## config.mk

```make
export PLATFORM = sky130hd
export DESIGN_NAME = key_fob_frame_decoder_top_flat
export DESIGN_NICKNAME = d
export VERILOG_FILES = /design/src/hw/rtl/kffd_pkg.sv /design/src/hw/rtl/kffd_if.sv /design/src/hw/rtl/kffd_front.sv /design/src/hw/rtl/kffd_queue.sv /design/src/hw/rtl/kffd_back.sv /design/src/hw/rtl/key_fob_frame_decoder_top.sv /design/src/flat_wrapper.sv
export VERILOG_INCLUDE_DIRS = /design/src /design/src/hw/rtl
export SDC_FILE = /design/constraint.sdc
export NUM_CORES = 1
export LEC_CHECK = 0
export ABC_AREA = 0
export BUFFER_PORTS_ARGS = -buffer_cell sky130_fd_sc_hd__buf_2
export CORE_UTILIZATION = 59
export DETAILED_ROUTE_END_ITERATION = 10
export PLACE_DENSITY = 0.79
export SLEW_MARGIN = 10
export SYNTH_ARGS = -nofsm -noshare
export SYNTH_HDL_FRONTEND = slang
export SYNTH_SLANG_ARGS = --single-unit
```

## constraint.sdc

```tcl
create_clock -name clk -period 20.1 [get_ports clk]
set_input_delay 2.01 -clock clk [delete_from_list [all_inputs] [get_ports clk]]
set_output_delay 2.01 -clock clk [all_outputs]
set_load 0.02 [all_outputs]
```

## src/hw/rtl/key_fob_frame_decoder_top_defines.svh

```systemverilog
// ----------------------------------------------------------------------------
// key fob frame decoder assertion macros
// concurrent assertion forms used by the decoder's job queue
// ----------------------------------------------------------------------------
`ifndef KEY_FOB_FRAME_DECODER_TOP_DEFINES_SVH
`define KEY_FOB_FRAME_DECODER_TOP_DEFINES_SVH

// same-cycle implication
`define KFFD_ASSERT_NOW(lbl, ck, rstn, ante, cons, msg) \
  lbl: assert property (@(posedge ck) disable iff (!rstn) (ante) |-> (cons)) else $error(msg);

// next-cycle implication
`define KFFD_ASSERT_NEXT(lbl, ck, rstn, ante, cons, msg) \
  lbl: assert property (@(posedge ck) disable iff (!rstn) (ante) |=> (cons)) else $error(msg);

`endif

```

## src/hw/rtl/kffd_pkg.sv

```systemverilog
// ----------------------------------------------------------------------------
// kffd_pkg
// types and constants shared by the key fob frame decoder
// ----------------------------------------------------------------------------
package kffd_pkg;

  typedef enum logic [1:0] {
    STATUS_OK        = 2'd0,
    STATUS_LEN_ABORT = 2'd1,
    STATUS_SANITY    = 2'd2
  } status_t;

  localparam logic [7:0] PRE_LEN_LONG   = 8'd35;
  localparam logic [7:0] PRE_LEN_SHORT  = 8'd28;
  localparam logic [7:0] DATA_LEN_SHORT = 8'd167;
  localparam logic [7:0] DATA_LEN_LONG  = 8'd168;

  localparam logic [7:0] PRE0_VAL_A = 8'hFF;
  localparam logic [7:0] PRE0_VAL_B = 8'h99;
  localparam logic [7:0] PRE1_VAL_A = 8'h33;
  localparam logic [7:0] PRE1_VAL_B = 8'h99;

  localparam logic [4:0] POS_MAX      = 5'd31;
  localparam logic [4:0] POS_KEY_END  = 5'd16;
  localparam logic [4:0] POS_CHK_END  = 5'd20;
  localparam logic [4:0] POS_LAST_MIN = 5'd19;

  localparam logic [1:0] SYM_ONE  = 2'b01;
  localparam logic [1:0] SYM_ZERO = 2'b10;

  typedef struct packed {
    status_t     status;
    logic [63:0] key_word;
    logic [15:0] check_word;
  } job_t;

endpackage

```

## src/hw/rtl/kffd_if.sv

```systemverilog
// ----------------------------------------------------------------------------
// kffd channel interfaces
// valid/ready channels for row bytes and decoded frames
// ----------------------------------------------------------------------------
interface kffd_in_if;
  logic       valid;
  logic       ready;
  logic       row_select;
  logic [7:0] row_length_bits;
  logic [7:0] data_byte;
  logic       last_byte;

  modport source (output valid, row_select, row_length_bits, data_byte, last_byte,
                  input ready);
  modport sink   (input valid, row_select, row_length_bits, data_byte, last_byte,
                  output ready);
endinterface

interface kffd_out_if;
  logic        valid;
  logic        ready;
  logic [1:0]  status;
  logic [63:0] key_word;
  logic [7:0]  bs_byte;
  logic [7:0]  crc_byte;
  logic [31:0] serial_number;
  logic [3:0]  button_code;
  logic [19:0] rolling_count;

  modport source (output valid, status, key_word, bs_byte, crc_byte, serial_number,
                  button_code, rolling_count, input ready);
  modport sink   (input valid, status, key_word, bs_byte, crc_byte, serial_number,
                  button_code, rolling_count, output ready);
endinterface

```

## src/hw/rtl/kffd_front.sv

```systemverilog
// ----------------------------------------------------------------------------
// kffd_front
// takes row bytes, decodes symbols, tracks faults, emits one job per data row
// ----------------------------------------------------------------------------
module kffd_front import kffd_pkg::*; (
  input  logic       clk,
  input  logic       rst_n,
  kffd_in_if.sink    in_ch,
  output logic       push_valid,
  input  logic       push_ready,
  output job_t       push_data
);

  logic [63:0] key_r,  key_nxt;
  logic [15:0] chk_r,  chk_nxt;
  logic [4:0]  pos_r,  pos_nxt;
  logic        sym_fault_r, sym_fault_nxt;
  logic        pre_len_fault_r, pre_len_fault_nxt;
  logic        pre_val_fault_r, pre_val_fault_nxt;

  logic        fire;
  logic [3:0]  bits;
  logic        bad_sym;
  logic [1:0]  sym;
  logic [63:0] key_base;
  logic [15:0] chk_base;
  logic        len_ok;

  assign fire        = in_ch.valid && in_ch.ready;
  assign in_ch.ready = push_ready;

  always_comb begin
    bad_sym = 1'b0;
    bits    = '0;
    sym     = '0;
    for (int s = 0; s < 4; s++) begin
      sym     = in_ch.data_byte[2*s +: 2];
      bits[s] = (sym == SYM_ONE);
      if (sym != SYM_ONE && sym != SYM_ZERO) bad_sym = 1'b1;
    end
  end

  always_comb begin
    key_nxt           = key_r;
    chk_nxt           = chk_r;
    pos_nxt           = pos_r;
    sym_fault_nxt     = sym_fault_r;
    pre_len_fault_nxt = pre_len_fault_r;
    pre_val_fault_nxt = pre_val_fault_r;
    key_base          = key_r;
    chk_base          = chk_r;
    push_valid        = 1'b0;
    push_data         = '0;
    len_ok = (in_ch.row_length_bits == DATA_LEN_SHORT) ||
             (in_ch.row_length_bits == DATA_LEN_LONG);
    if (fire) begin
      if (pos_r != POS_MAX) pos_nxt = pos_r + 5'd1;
      if (!in_ch.row_select) begin
        if (pos_r == 5'd0) begin
          pre_len_fault_nxt = 1'b0;
          pre_val_fault_nxt = (in_ch.data_byte != PRE0_VAL_A) &&
                              (in_ch.data_byte != PRE0_VAL_B);
        end else if (pos_r == 5'd1) begin
          if (in_ch.data_byte != PRE1_VAL_A && in_ch.data_byte != PRE1_VAL_B)
            pre_val_fault_nxt = 1'b1;
        end
        if (in_ch.last_byte) begin
          if (pos_r == 5'd0) pre_val_fault_nxt = 1'b1;
          pre_len_fault_nxt = (in_ch.row_length_bits != PRE_LEN_LONG) &&
                              (in_ch.row_length_bits != PRE_LEN_SHORT);
          pos_nxt = '0;
        end
      end else begin
        if (pos_r == 5'd0) begin
          key_base      = '0;
          chk_base      = '0;
          sym_fault_nxt = 1'b0;
        end
        key_nxt = key_base;
        chk_nxt = chk_base;
        if (pos_r < POS_CHK_END) begin
          if (bad_sym) sym_fault_nxt = 1'b1;
          if (pos_r < POS_KEY_END) key_nxt = {key_base[59:0], bits[3], bits[2], bits[1], bits[0]};
          else chk_nxt = {chk_base[11:0], bits[3], bits[2], bits[1], bits[0]};
        end
        if (in_ch.last_byte) begin
          if (pos_r < POS_LAST_MIN) sym_fault_nxt = 1'b1;
          pos_nxt    = '0;
          push_valid = 1'b1;
          if (pre_len_fault_r)    push_data.status = STATUS_LEN_ABORT;
          else if (pre_val_fault_r) push_data.status = STATUS_SANITY;
          else if (!len_ok)        push_data.status = STATUS_LEN_ABORT;
          else if (sym_fault_nxt)  push_data.status = STATUS_SANITY;
          else                     push_data.status = STATUS_OK;
          push_data.key_word   = key_nxt;
          push_data.check_word = chk_nxt;
        end
      end
    end
  end

  always_ff @(posedge clk) begin
    if (!rst_n) begin
      key_r           <= '0;
      chk_r           <= '0;
      pos_r           <= '0;
      sym_fault_r     <= 1'b0;
      pre_len_fault_r <= 1'b0;
      pre_val_fault_r <= 1'b0;
    end else begin
      key_r           <= key_nxt;
      chk_r           <= chk_nxt;
      pos_r           <= pos_nxt;
      sym_fault_r     <= sym_fault_nxt;
      pre_len_fault_r <= pre_len_fault_nxt;
      pre_val_fault_r <= pre_val_fault_nxt;
    end
  end

endmodule

```

## src/hw/rtl/kffd_queue.sv

```systemverilog
// ----------------------------------------------------------------------------
// kffd_queue
// small job fifo between the front and back parts
// ----------------------------------------------------------------------------
`include "key_fob_frame_decoder_top_defines.svh"

module kffd_queue import kffd_pkg::*; #(
  parameter int DEPTH = 2
) (
  input  logic clk,
  input  logic rst_n,
  input  logic push_valid,
  output logic push_ready,
  input  job_t push_data,
  output logic pop_valid,
  input  logic pop_ready,
  output job_t pop_data
);

  localparam int AW = (DEPTH > 1) ? $clog2(DEPTH) : 1;
  localparam int CW = $clog2(DEPTH + 1);

  job_t          mem_r [DEPTH];
  logic [AW-1:0] wr_ptr_r, wr_ptr_nxt;
  logic [AW-1:0] rd_ptr_r, rd_ptr_nxt;
  logic [CW-1:0] cnt_r,    cnt_nxt;
  logic          do_push, do_pop;

  assign push_ready = (cnt_r != CW'(DEPTH));
  assign pop_valid  = (cnt_r != '0);
  assign pop_data   = mem_r[rd_ptr_r];
  assign do_push    = push_valid && push_ready;
  assign do_pop     = pop_valid && pop_ready;

  always_comb begin
    wr_ptr_nxt = wr_ptr_r;
    rd_ptr_nxt = rd_ptr_r;
    cnt_nxt    = cnt_r;
    if (do_push) wr_ptr_nxt = (wr_ptr_r == AW'(DEPTH - 1)) ? '0 : wr_ptr_r + AW'(1);
    if (do_pop)  rd_ptr_nxt = (rd_ptr_r == AW'(DEPTH - 1)) ? '0 : rd_ptr_r + AW'(1);
    if (do_push && !do_pop)      cnt_nxt = cnt_r + CW'(1);
    else if (!do_push && do_pop) cnt_nxt = cnt_r - CW'(1);
  end

  always_ff @(posedge clk) begin
    if (!rst_n) begin
      wr_ptr_r <= '0;
      rd_ptr_r <= '0;
      cnt_r    <= '0;
    end else begin
      wr_ptr_r <= wr_ptr_nxt;
      rd_ptr_r <= rd_ptr_nxt;
      cnt_r    <= cnt_nxt;
    end
  end

  always_ff @(posedge clk) begin
    if (do_push) mem_r[wr_ptr_r] <= push_data;
  end

  `KFFD_ASSERT_NOW(a_cnt_bound, clk, rst_n, 1'b1, cnt_r <= CW'(DEPTH), "queue count overflow")
  `KFFD_ASSERT_NEXT(a_cnt_up, clk, rst_n, do_push && !do_pop, cnt_r == $past(cnt_r) + CW'(1), "queue count did not rise")
  `KFFD_ASSERT_NEXT(a_cnt_dn, clk, rst_n, do_pop && !do_push, cnt_r == $past(cnt_r) - CW'(1), "queue count did not fall")

endmodule

```

## src/hw/rtl/kffd_back.sv

```systemverilog
// ----------------------------------------------------------------------------
// kffd_back
// unscrambles the key of a job into serial, button and count, output register
// ----------------------------------------------------------------------------
module kffd_back import kffd_pkg::*; (
  input  logic      clk,
  input  logic      rst_n,
  input  logic      pop_valid,
  output logic      pop_ready,
  input  job_t      pop_data,
  kffd_out_if.source out_ch
);

  logic        valid_r;
  logic [1:0]  status_r;
  logic [63:0] key_r;
  logic [7:0]  bs_r, crc_r;
  logic [31:0] serial_r;
  logic [3:0]  button_r;
  logic [19:0] count_r;

  logic [7:0]  k [8];
  logic [7:0]  x, lo6, lo7;
  logic        par, ok;

  assign ok = (pop_data.status == STATUS_OK);

  always_comb begin
    for (int i = 0; i < 8; i++) k[i] = pop_data.key_word[63 - 8*i -: 8];
    par = ^pop_data.check_word[15:8];
    x   = par ? k[7] : k[6];
    for (int i = 1; i < 6; i++) k[i] = k[i] ^ x;
    if (par) k[6] = k[6] ^ x;
    else     k[7] = k[7] ^ x;
    lo7 = (k[7] & 8'hAA) | (k[6] & 8'h55);
    lo6 = (k[6] & 8'hAA) | (k[7] & 8'h55);
  end

  assign pop_ready = !valid_r || out_ch.ready;

  always_ff @(posedge clk) begin
    if (!rst_n) begin
      valid_r <= 1'b0;
    end else if (pop_ready) begin
      valid_r <= pop_valid;
    end
  end

  always_ff @(posedge clk) begin
    if (pop_ready && pop_valid) begin
      status_r <= pop_data.status;
      key_r    <= ok ? pop_data.key_word : '0;
      bs_r     <= ok ? pop_data.check_word[15:8] : '0;
      crc_r    <= ok ? pop_data.check_word[7:0] : '0;
      serial_r <= ok ? {k[1], k[2], k[3], k[4]} : '0;
      button_r <= ok ? k[5][7:4] : '0;
      count_r  <= ok ? {k[5][3:0], lo6, lo7} : '0;
    end
  end

  assign out_ch.valid         = valid_r;
  assign out_ch.status        = status_r;
  assign out_ch.key_word      = key_r;
  assign out_ch.bs_byte       = bs_r;
  assign out_ch.crc_byte      = crc_r;
  assign out_ch.serial_number = serial_r;
  assign out_ch.button_code   = button_r;
  assign out_ch.rolling_count = count_r;

endmodule

```

## src/hw/rtl/key_fob_frame_decoder_top.sv

```systemverilog
// ----------------------------------------------------------------------------
// key_fob_frame_decoder_top
// manchester decode of a key fob frame with key unscrambling
// ----------------------------------------------------------------------------
// in_ch carries one row byte per transfer: a preamble row, then a data row,
// last_byte marking the end of each row and row_length_bits valid there.
// out_ch carries one decoded frame per data row, with status, key, check
// bytes and the unscrambled serial, button and rolling count fields.
// throughput: one byte per cycle while the job queue has room, set by the
// combinational symbol decoder in the front part.
// a finished frame is written into the job queue, then into the output
// register, which drives out_ch.
// reset clears row position, fault flags, queue and output valid; until a
// preamble row arrives the preamble is taken as good.
// when out_ch stalls, finished frames collect in the job queue (QUEUE_DEPTH
// entries plus the output register); in_ch drops ready only when the queue
// is full.
// ----------------------------------------------------------------------------
module key_fob_frame_decoder_top import kffd_pkg::*; #(
  parameter int QUEUE_DEPTH = 2
) (
  input  logic        clk,
  input  logic        rst_n,
  kffd_in_if.sink     in_ch,
  kffd_out_if.source  out_ch
);

  logic push_valid, push_ready, pop_valid, pop_ready;
  job_t push_data, pop_data;

  kffd_front u_front (
    .clk        (clk),
    .rst_n      (rst_n),
    .in_ch      (in_ch),
    .push_valid (push_valid),
    .push_ready (push_ready),
    .push_data  (push_data)
  );

  kffd_queue #(.DEPTH(QUEUE_DEPTH)) u_queue (
    .clk        (clk),
    .rst_n      (rst_n),
    .push_valid (push_valid),
    .push_ready (push_ready),
    .push_data  (push_data),
    .pop_valid  (pop_valid),
    .pop_ready  (pop_ready),
    .pop_data   (pop_data)
  );

  kffd_back u_back (
    .clk       (clk),
    .rst_n     (rst_n),
    .pop_valid (pop_valid),
    .pop_ready (pop_ready),
    .pop_data  (pop_data),
    .out_ch    (out_ch)
  );

endmodule

```

## src/flat_wrapper.sv

```systemverilog
// flat-port wrapper written by rule: the top's interface ports become plain ports
module key_fob_frame_decoder_top_flat import kffd_pkg::*;
#(
  parameter int QUEUE_DEPTH = 2
)
  (clk, rst_n, in_ch_valid, in_ch_row_select, in_ch_row_length_bits, in_ch_data_byte, in_ch_last_byte, in_ch_ready, out_ch_valid, out_ch_status, out_ch_key_word, out_ch_bs_byte, out_ch_crc_byte, out_ch_serial_number, out_ch_button_code, out_ch_rolling_count, out_ch_ready);
  kffd_in_if in_ch_i ();
  kffd_out_if out_ch_i ();
  input  logic clk;
  input  logic rst_n;
  input wire logic [$bits(in_ch_i.valid)-1:0] in_ch_valid;
  input wire logic [$bits(in_ch_i.row_select)-1:0] in_ch_row_select;
  input wire logic [$bits(in_ch_i.row_length_bits)-1:0] in_ch_row_length_bits;
  input wire logic [$bits(in_ch_i.data_byte)-1:0] in_ch_data_byte;
  input wire logic [$bits(in_ch_i.last_byte)-1:0] in_ch_last_byte;
  output wire logic [$bits(in_ch_i.ready)-1:0] in_ch_ready;
  output wire logic [$bits(out_ch_i.valid)-1:0] out_ch_valid;
  output wire logic [$bits(out_ch_i.status)-1:0] out_ch_status;
  output wire logic [$bits(out_ch_i.key_word)-1:0] out_ch_key_word;
  output wire logic [$bits(out_ch_i.bs_byte)-1:0] out_ch_bs_byte;
  output wire logic [$bits(out_ch_i.crc_byte)-1:0] out_ch_crc_byte;
  output wire logic [$bits(out_ch_i.serial_number)-1:0] out_ch_serial_number;
  output wire logic [$bits(out_ch_i.button_code)-1:0] out_ch_button_code;
  output wire logic [$bits(out_ch_i.rolling_count)-1:0] out_ch_rolling_count;
  input wire logic [$bits(out_ch_i.ready)-1:0] out_ch_ready;
  assign in_ch_i.valid = in_ch_valid;
  assign in_ch_i.row_select = in_ch_row_select;
  assign in_ch_i.row_length_bits = in_ch_row_length_bits;
  assign in_ch_i.data_byte = in_ch_data_byte;
  assign in_ch_i.last_byte = in_ch_last_byte;
  assign in_ch_ready = in_ch_i.ready;
  assign out_ch_valid = out_ch_i.valid;
  assign out_ch_status = out_ch_i.status;
  assign out_ch_key_word = out_ch_i.key_word;
  assign out_ch_bs_byte = out_ch_i.bs_byte;
  assign out_ch_crc_byte = out_ch_i.crc_byte;
  assign out_ch_serial_number = out_ch_i.serial_number;
  assign out_ch_button_code = out_ch_i.button_code;
  assign out_ch_rolling_count = out_ch_i.rolling_count;
  assign out_ch_i.ready = out_ch_ready;
  key_fob_frame_decoder_top #(.QUEUE_DEPTH(QUEUE_DEPTH)) u_core (.clk(clk), .rst_n(rst_n), .in_ch(in_ch_i), .out_ch(out_ch_i));
endmodule
```

==> key figures <==
Synthesis
  – Yosys top cell area share: between 50% and 60%
  – Netlist Area Pre-Place: about 0.018 mm2
  – FF+latch count, synth: between 300 and 400
  – Post-synthesis adder-cell area fraction: 1.197%
  – Yosys top cell by area: edfxtp_1
  – Post-synthesis mux area share: 8.277%
  – Post-synth EDFFs: roughly 300
  – Sequential fraction of the synthesis area: between 60% and 70%
  – Main synth FF type: edfxtp_1
  – Syn Nets: ~1.6k
  – Synth Instances: approximately 1.6k
  – Async set-reset flop share out of synthesis: 0%
  – YS warnings: 0
  – Compound-Gate Fraction of Synth Area: between 7 and 8%
  – Syn avg cell area: ~11 um2
  – Synth area leaders: edfxtp_1 (51%), dfxtp_1 (11%), mux2i_1 (7.0%), nor2_1 (4.1%), nand3_1 (2.7%)
  – Largest family of logic cells by synthesized area: simple AND/OR/NAND/NOR gates
  – Post-Synth XOR/XNOR Area: less than 1%
  – Synth Area in Simple Gates: 17.49%
  – Count of cell types in the netlist: 45

Floorplan
  – Initial Util: 59.98%
  – IO Count: 162
  – Die Width: between 150 and 200 um
  – Die ar.: 0.03083 mm2
  – Core Region: just under 0.03 mm2
  – Die Y: between 150 and 200 um
  – # rows: between 60 and 70

Timing
  – Fmax: 240.2 MHz
  – Fin. max-slew vios: 0
  – Fin crit share: between 20% and 30%
  – Final hold vios: 0
  – Setup TNS: 0 ns
  – Slew @ Worst Pin: approximately 1.2 ns
  – Slew margin rel.: approximately 22%
  – Worst hold slack: approximately 0.46 ns
  – Unrepaired setup endpoints after global routing: false
  – Clk_skew: 0.01763 ns
  – Endpoints failing setup: 0
  – Tmin final: around 4.2 ns

Final layout
  – Area of the multi-input gates: between 0.006 and 0.007 mm2
  – Fill count: around 2.2k
  – Layout area overhead: 12.18%
  – Most frequent cells in the layout: edfxtp_1 (302), nor2_1 (192), buf_2 (161)
  – Final net count: roughly 1.7k
  – Diodes inserted: 0
  – Share of layout cells above drive strength 1: 15.98%
  – Layout Utilization: 67.29%
  – Final std cells w/o fill: ~2.1k
  – Most common cell after layout, fill and taps aside: edfxtp_1
  – Register Area: roughly 0.011 mm2

Setup path
  – Critical Path AT: between 4 and 5 ns
  – CP Launch Type: input port
  – CP max stage cell: buf_4
  – CP most frequent cell: buf_4
  – Crit path required time: between 20 and 25 ns
  – Crit Path Max Fanout: 56
  – Setup CP Type: in -> reg
  – Max stage delay on crit path: 0.76 ns
  – Critical Path, Cell by Cell: buf_2 -> and3_1 -> nand2_1 -> buf_4 -> nor2_4 -> buf_4
  – Crit. End Element: register

Clock tree
  – H-tree depth: 2
  – CTS Hold Bufs: 0
  – TritonCTS clock tree: done
  – Root Driver: clkbuf_16
  – Clk buf depth: 3
  – # Post-CTS Setup Buffers: 0
  – Clock-pin slew on the worst setup and hold paths: roughly 0.060 ns
  – Clock Sinks: 396
  – Worst-Skew Late Latency: around 0.53 ns
  – Cts repair resizes: 0
  – Cts bufs inserted: 38

Pwr
  – Leakage dissipation: 7.022 nW
  – Peak supply drop: between 0.1 and 0.15 mV
  – P per Cell Area: about 130 mW/mm2
  – Total power: around 0.0026 W

Routing
  – DRT Pass-1 Iters: 9
  – DR iter-0 viols: 1535
  – Routed len/inst: roughly 18 um
  – Remaining antenna violation count: 0
  – DR vias: about 12k
  – DRC viols: 2
  – Final WL: 37960 um
  – Vias/cell: 6.000

Status
  – Failing checks: design-rule violations
  – Status: complete, but fails checks

Place
  – GPL Wtd Cong: 0.7950
  – Placed cells: about 2k
  – PortBufs: around 160
  – Hpwl dp: 23350 um

Worst hold path
  – Worst hold path type: reg -> reg

Global route
  – Wire length of the first global-routing pass: 58970 um
  – Global Route Usage Sum: about a quarter
  – Gr ovfl total: 0
  – Vias in the first global route: between 10k and 15k
  – Initial antenna violation count: 0
  – Largest net degree at the start of global routing: between 100 and 150

Job
  – Maxcap violations: 0
[critical path, delay by kind of cell]
| kind | cells | cell delay [ns] |
|---|---|---|
| buffers and inverters | 3 | 1.16 |
| and+or+nand+nor | 3 | 1.11 |
[report_power, final]
part           total (W)  switching (W)  internal, W
clock           0.000695       0.000293     0.000402
sequential       0.00113      0.0000466      0.00108
combinational   0.000770       0.000559     0.000211
total            0.00259       0.000898      0.00169
[cell families (layout without fill, tap and decap cells)]
kind of cell               after synthesis  in the layout
buffers and inverters                  142            260
DFF                                    396            396
and+or+nand+nor                        640            640
AOI/OAI and AO/OA                      205            205
adders and majority gates               17             17
muxes                                  144            144
xor gates and xnor gates                15             15
[cell usage after synthesis (16+ instances only)]
cell / number
edfxtp_1: 302
nor2_1: 196
mux2i_1: 125
nand2_1: 101
nand3_1: 97
dfxtp_1: 94
clkbuf_1: 83
nor3_1: 76
a21boi_0: 64
o21ai_0: 53
a21oi_1: 46
nand4_1: 44
and3_1: 42
or4_1: 41
a22oi_1: 34
buf_2: 26
nor2b_1: 22
ha_1: 17
mux2_2: 17
buf_1: 16
[state kept, by name, summed over array words and instances (netlist names), named ones only]
name,cells
u_core.u_queue.rd_ptr_r,1
u_core.u_queue.cnt_r,2
u_core.u_back.out_ch.key_word,64
u_core.u_back.out_ch.rolling_count,20
u_core.u_front.chk_r,16
u_core.u_queue.mem_r,164
u_core.u_queue.wr_ptr_r,1
u_core.u_back.out_ch.crc_byte,8
u_core.u_front.pre_len_fault_r,1
u_core.u_back.out_ch.status,2
u_core.u_back.out_ch.serial_number,32
u_core.u_front.key_r,64
u_core.u_front.pos_r,5
u_core.u_front.pre_val_fault_r,1
u_core.u_back.out_ch.valid,1
u_core.u_back.out_ch.button_code,4
u_core.u_front.sym_fault_r,1
u_core.u_back.out_ch.bs_byte,8
[worst paths after layout]
check        cells after the start                     start                                    end  slack, ns
max                              6               in_ch_valid            u_core.u_queue.mem_r[0][27]      15.94
min                              2  u_core.u_front.key_r[60]               u_core.u_front.key_r[60]       0.46
max reg2reg                      6                  register  u_core.u_back.out_ch.serial_number[7]      16.81
min reg2reg                      2  u_core.u_front.key_r[60]               u_core.u_front.key_r[60]       0.46
[per-layer routing]
metal | track usage, % | vias up | wire length [um]
met4 | 8.188 | 0 | 898
met1 | 34.58 | 5894 | 16570
li1 | - | 5908 | -
met5 | 0 | - | 0
met2 | 38.78 | 526 | 17900
met3 | 3.030 | 75 | 2584
[metrics by stage]
stage / instance area [um2] / setup WS (ns)
final: 19940 / 15.94
after floorplan: 17780 / 10.90
after global routing: 19940 / 15.74
after global placement: 18720 / 15.41
after detailed placement: 18720 / 15.35
after CTS: 19940 / 15.90
[layout make-up]
class | instances | share of cell area, %
Inverter | 12 | 0.2259
Tap cell | 390 | 2.447
Timing Repair Buffer | 178 | 4.680
Clock buffer | 51 | 5.383
Clock inverter | 19 | 0.7340
Sequential cell | 396 | 54.95
Multi-Input combinational cell | 1021 | 31.58
No activity file was read; power rests on OpenSTA's default activity.
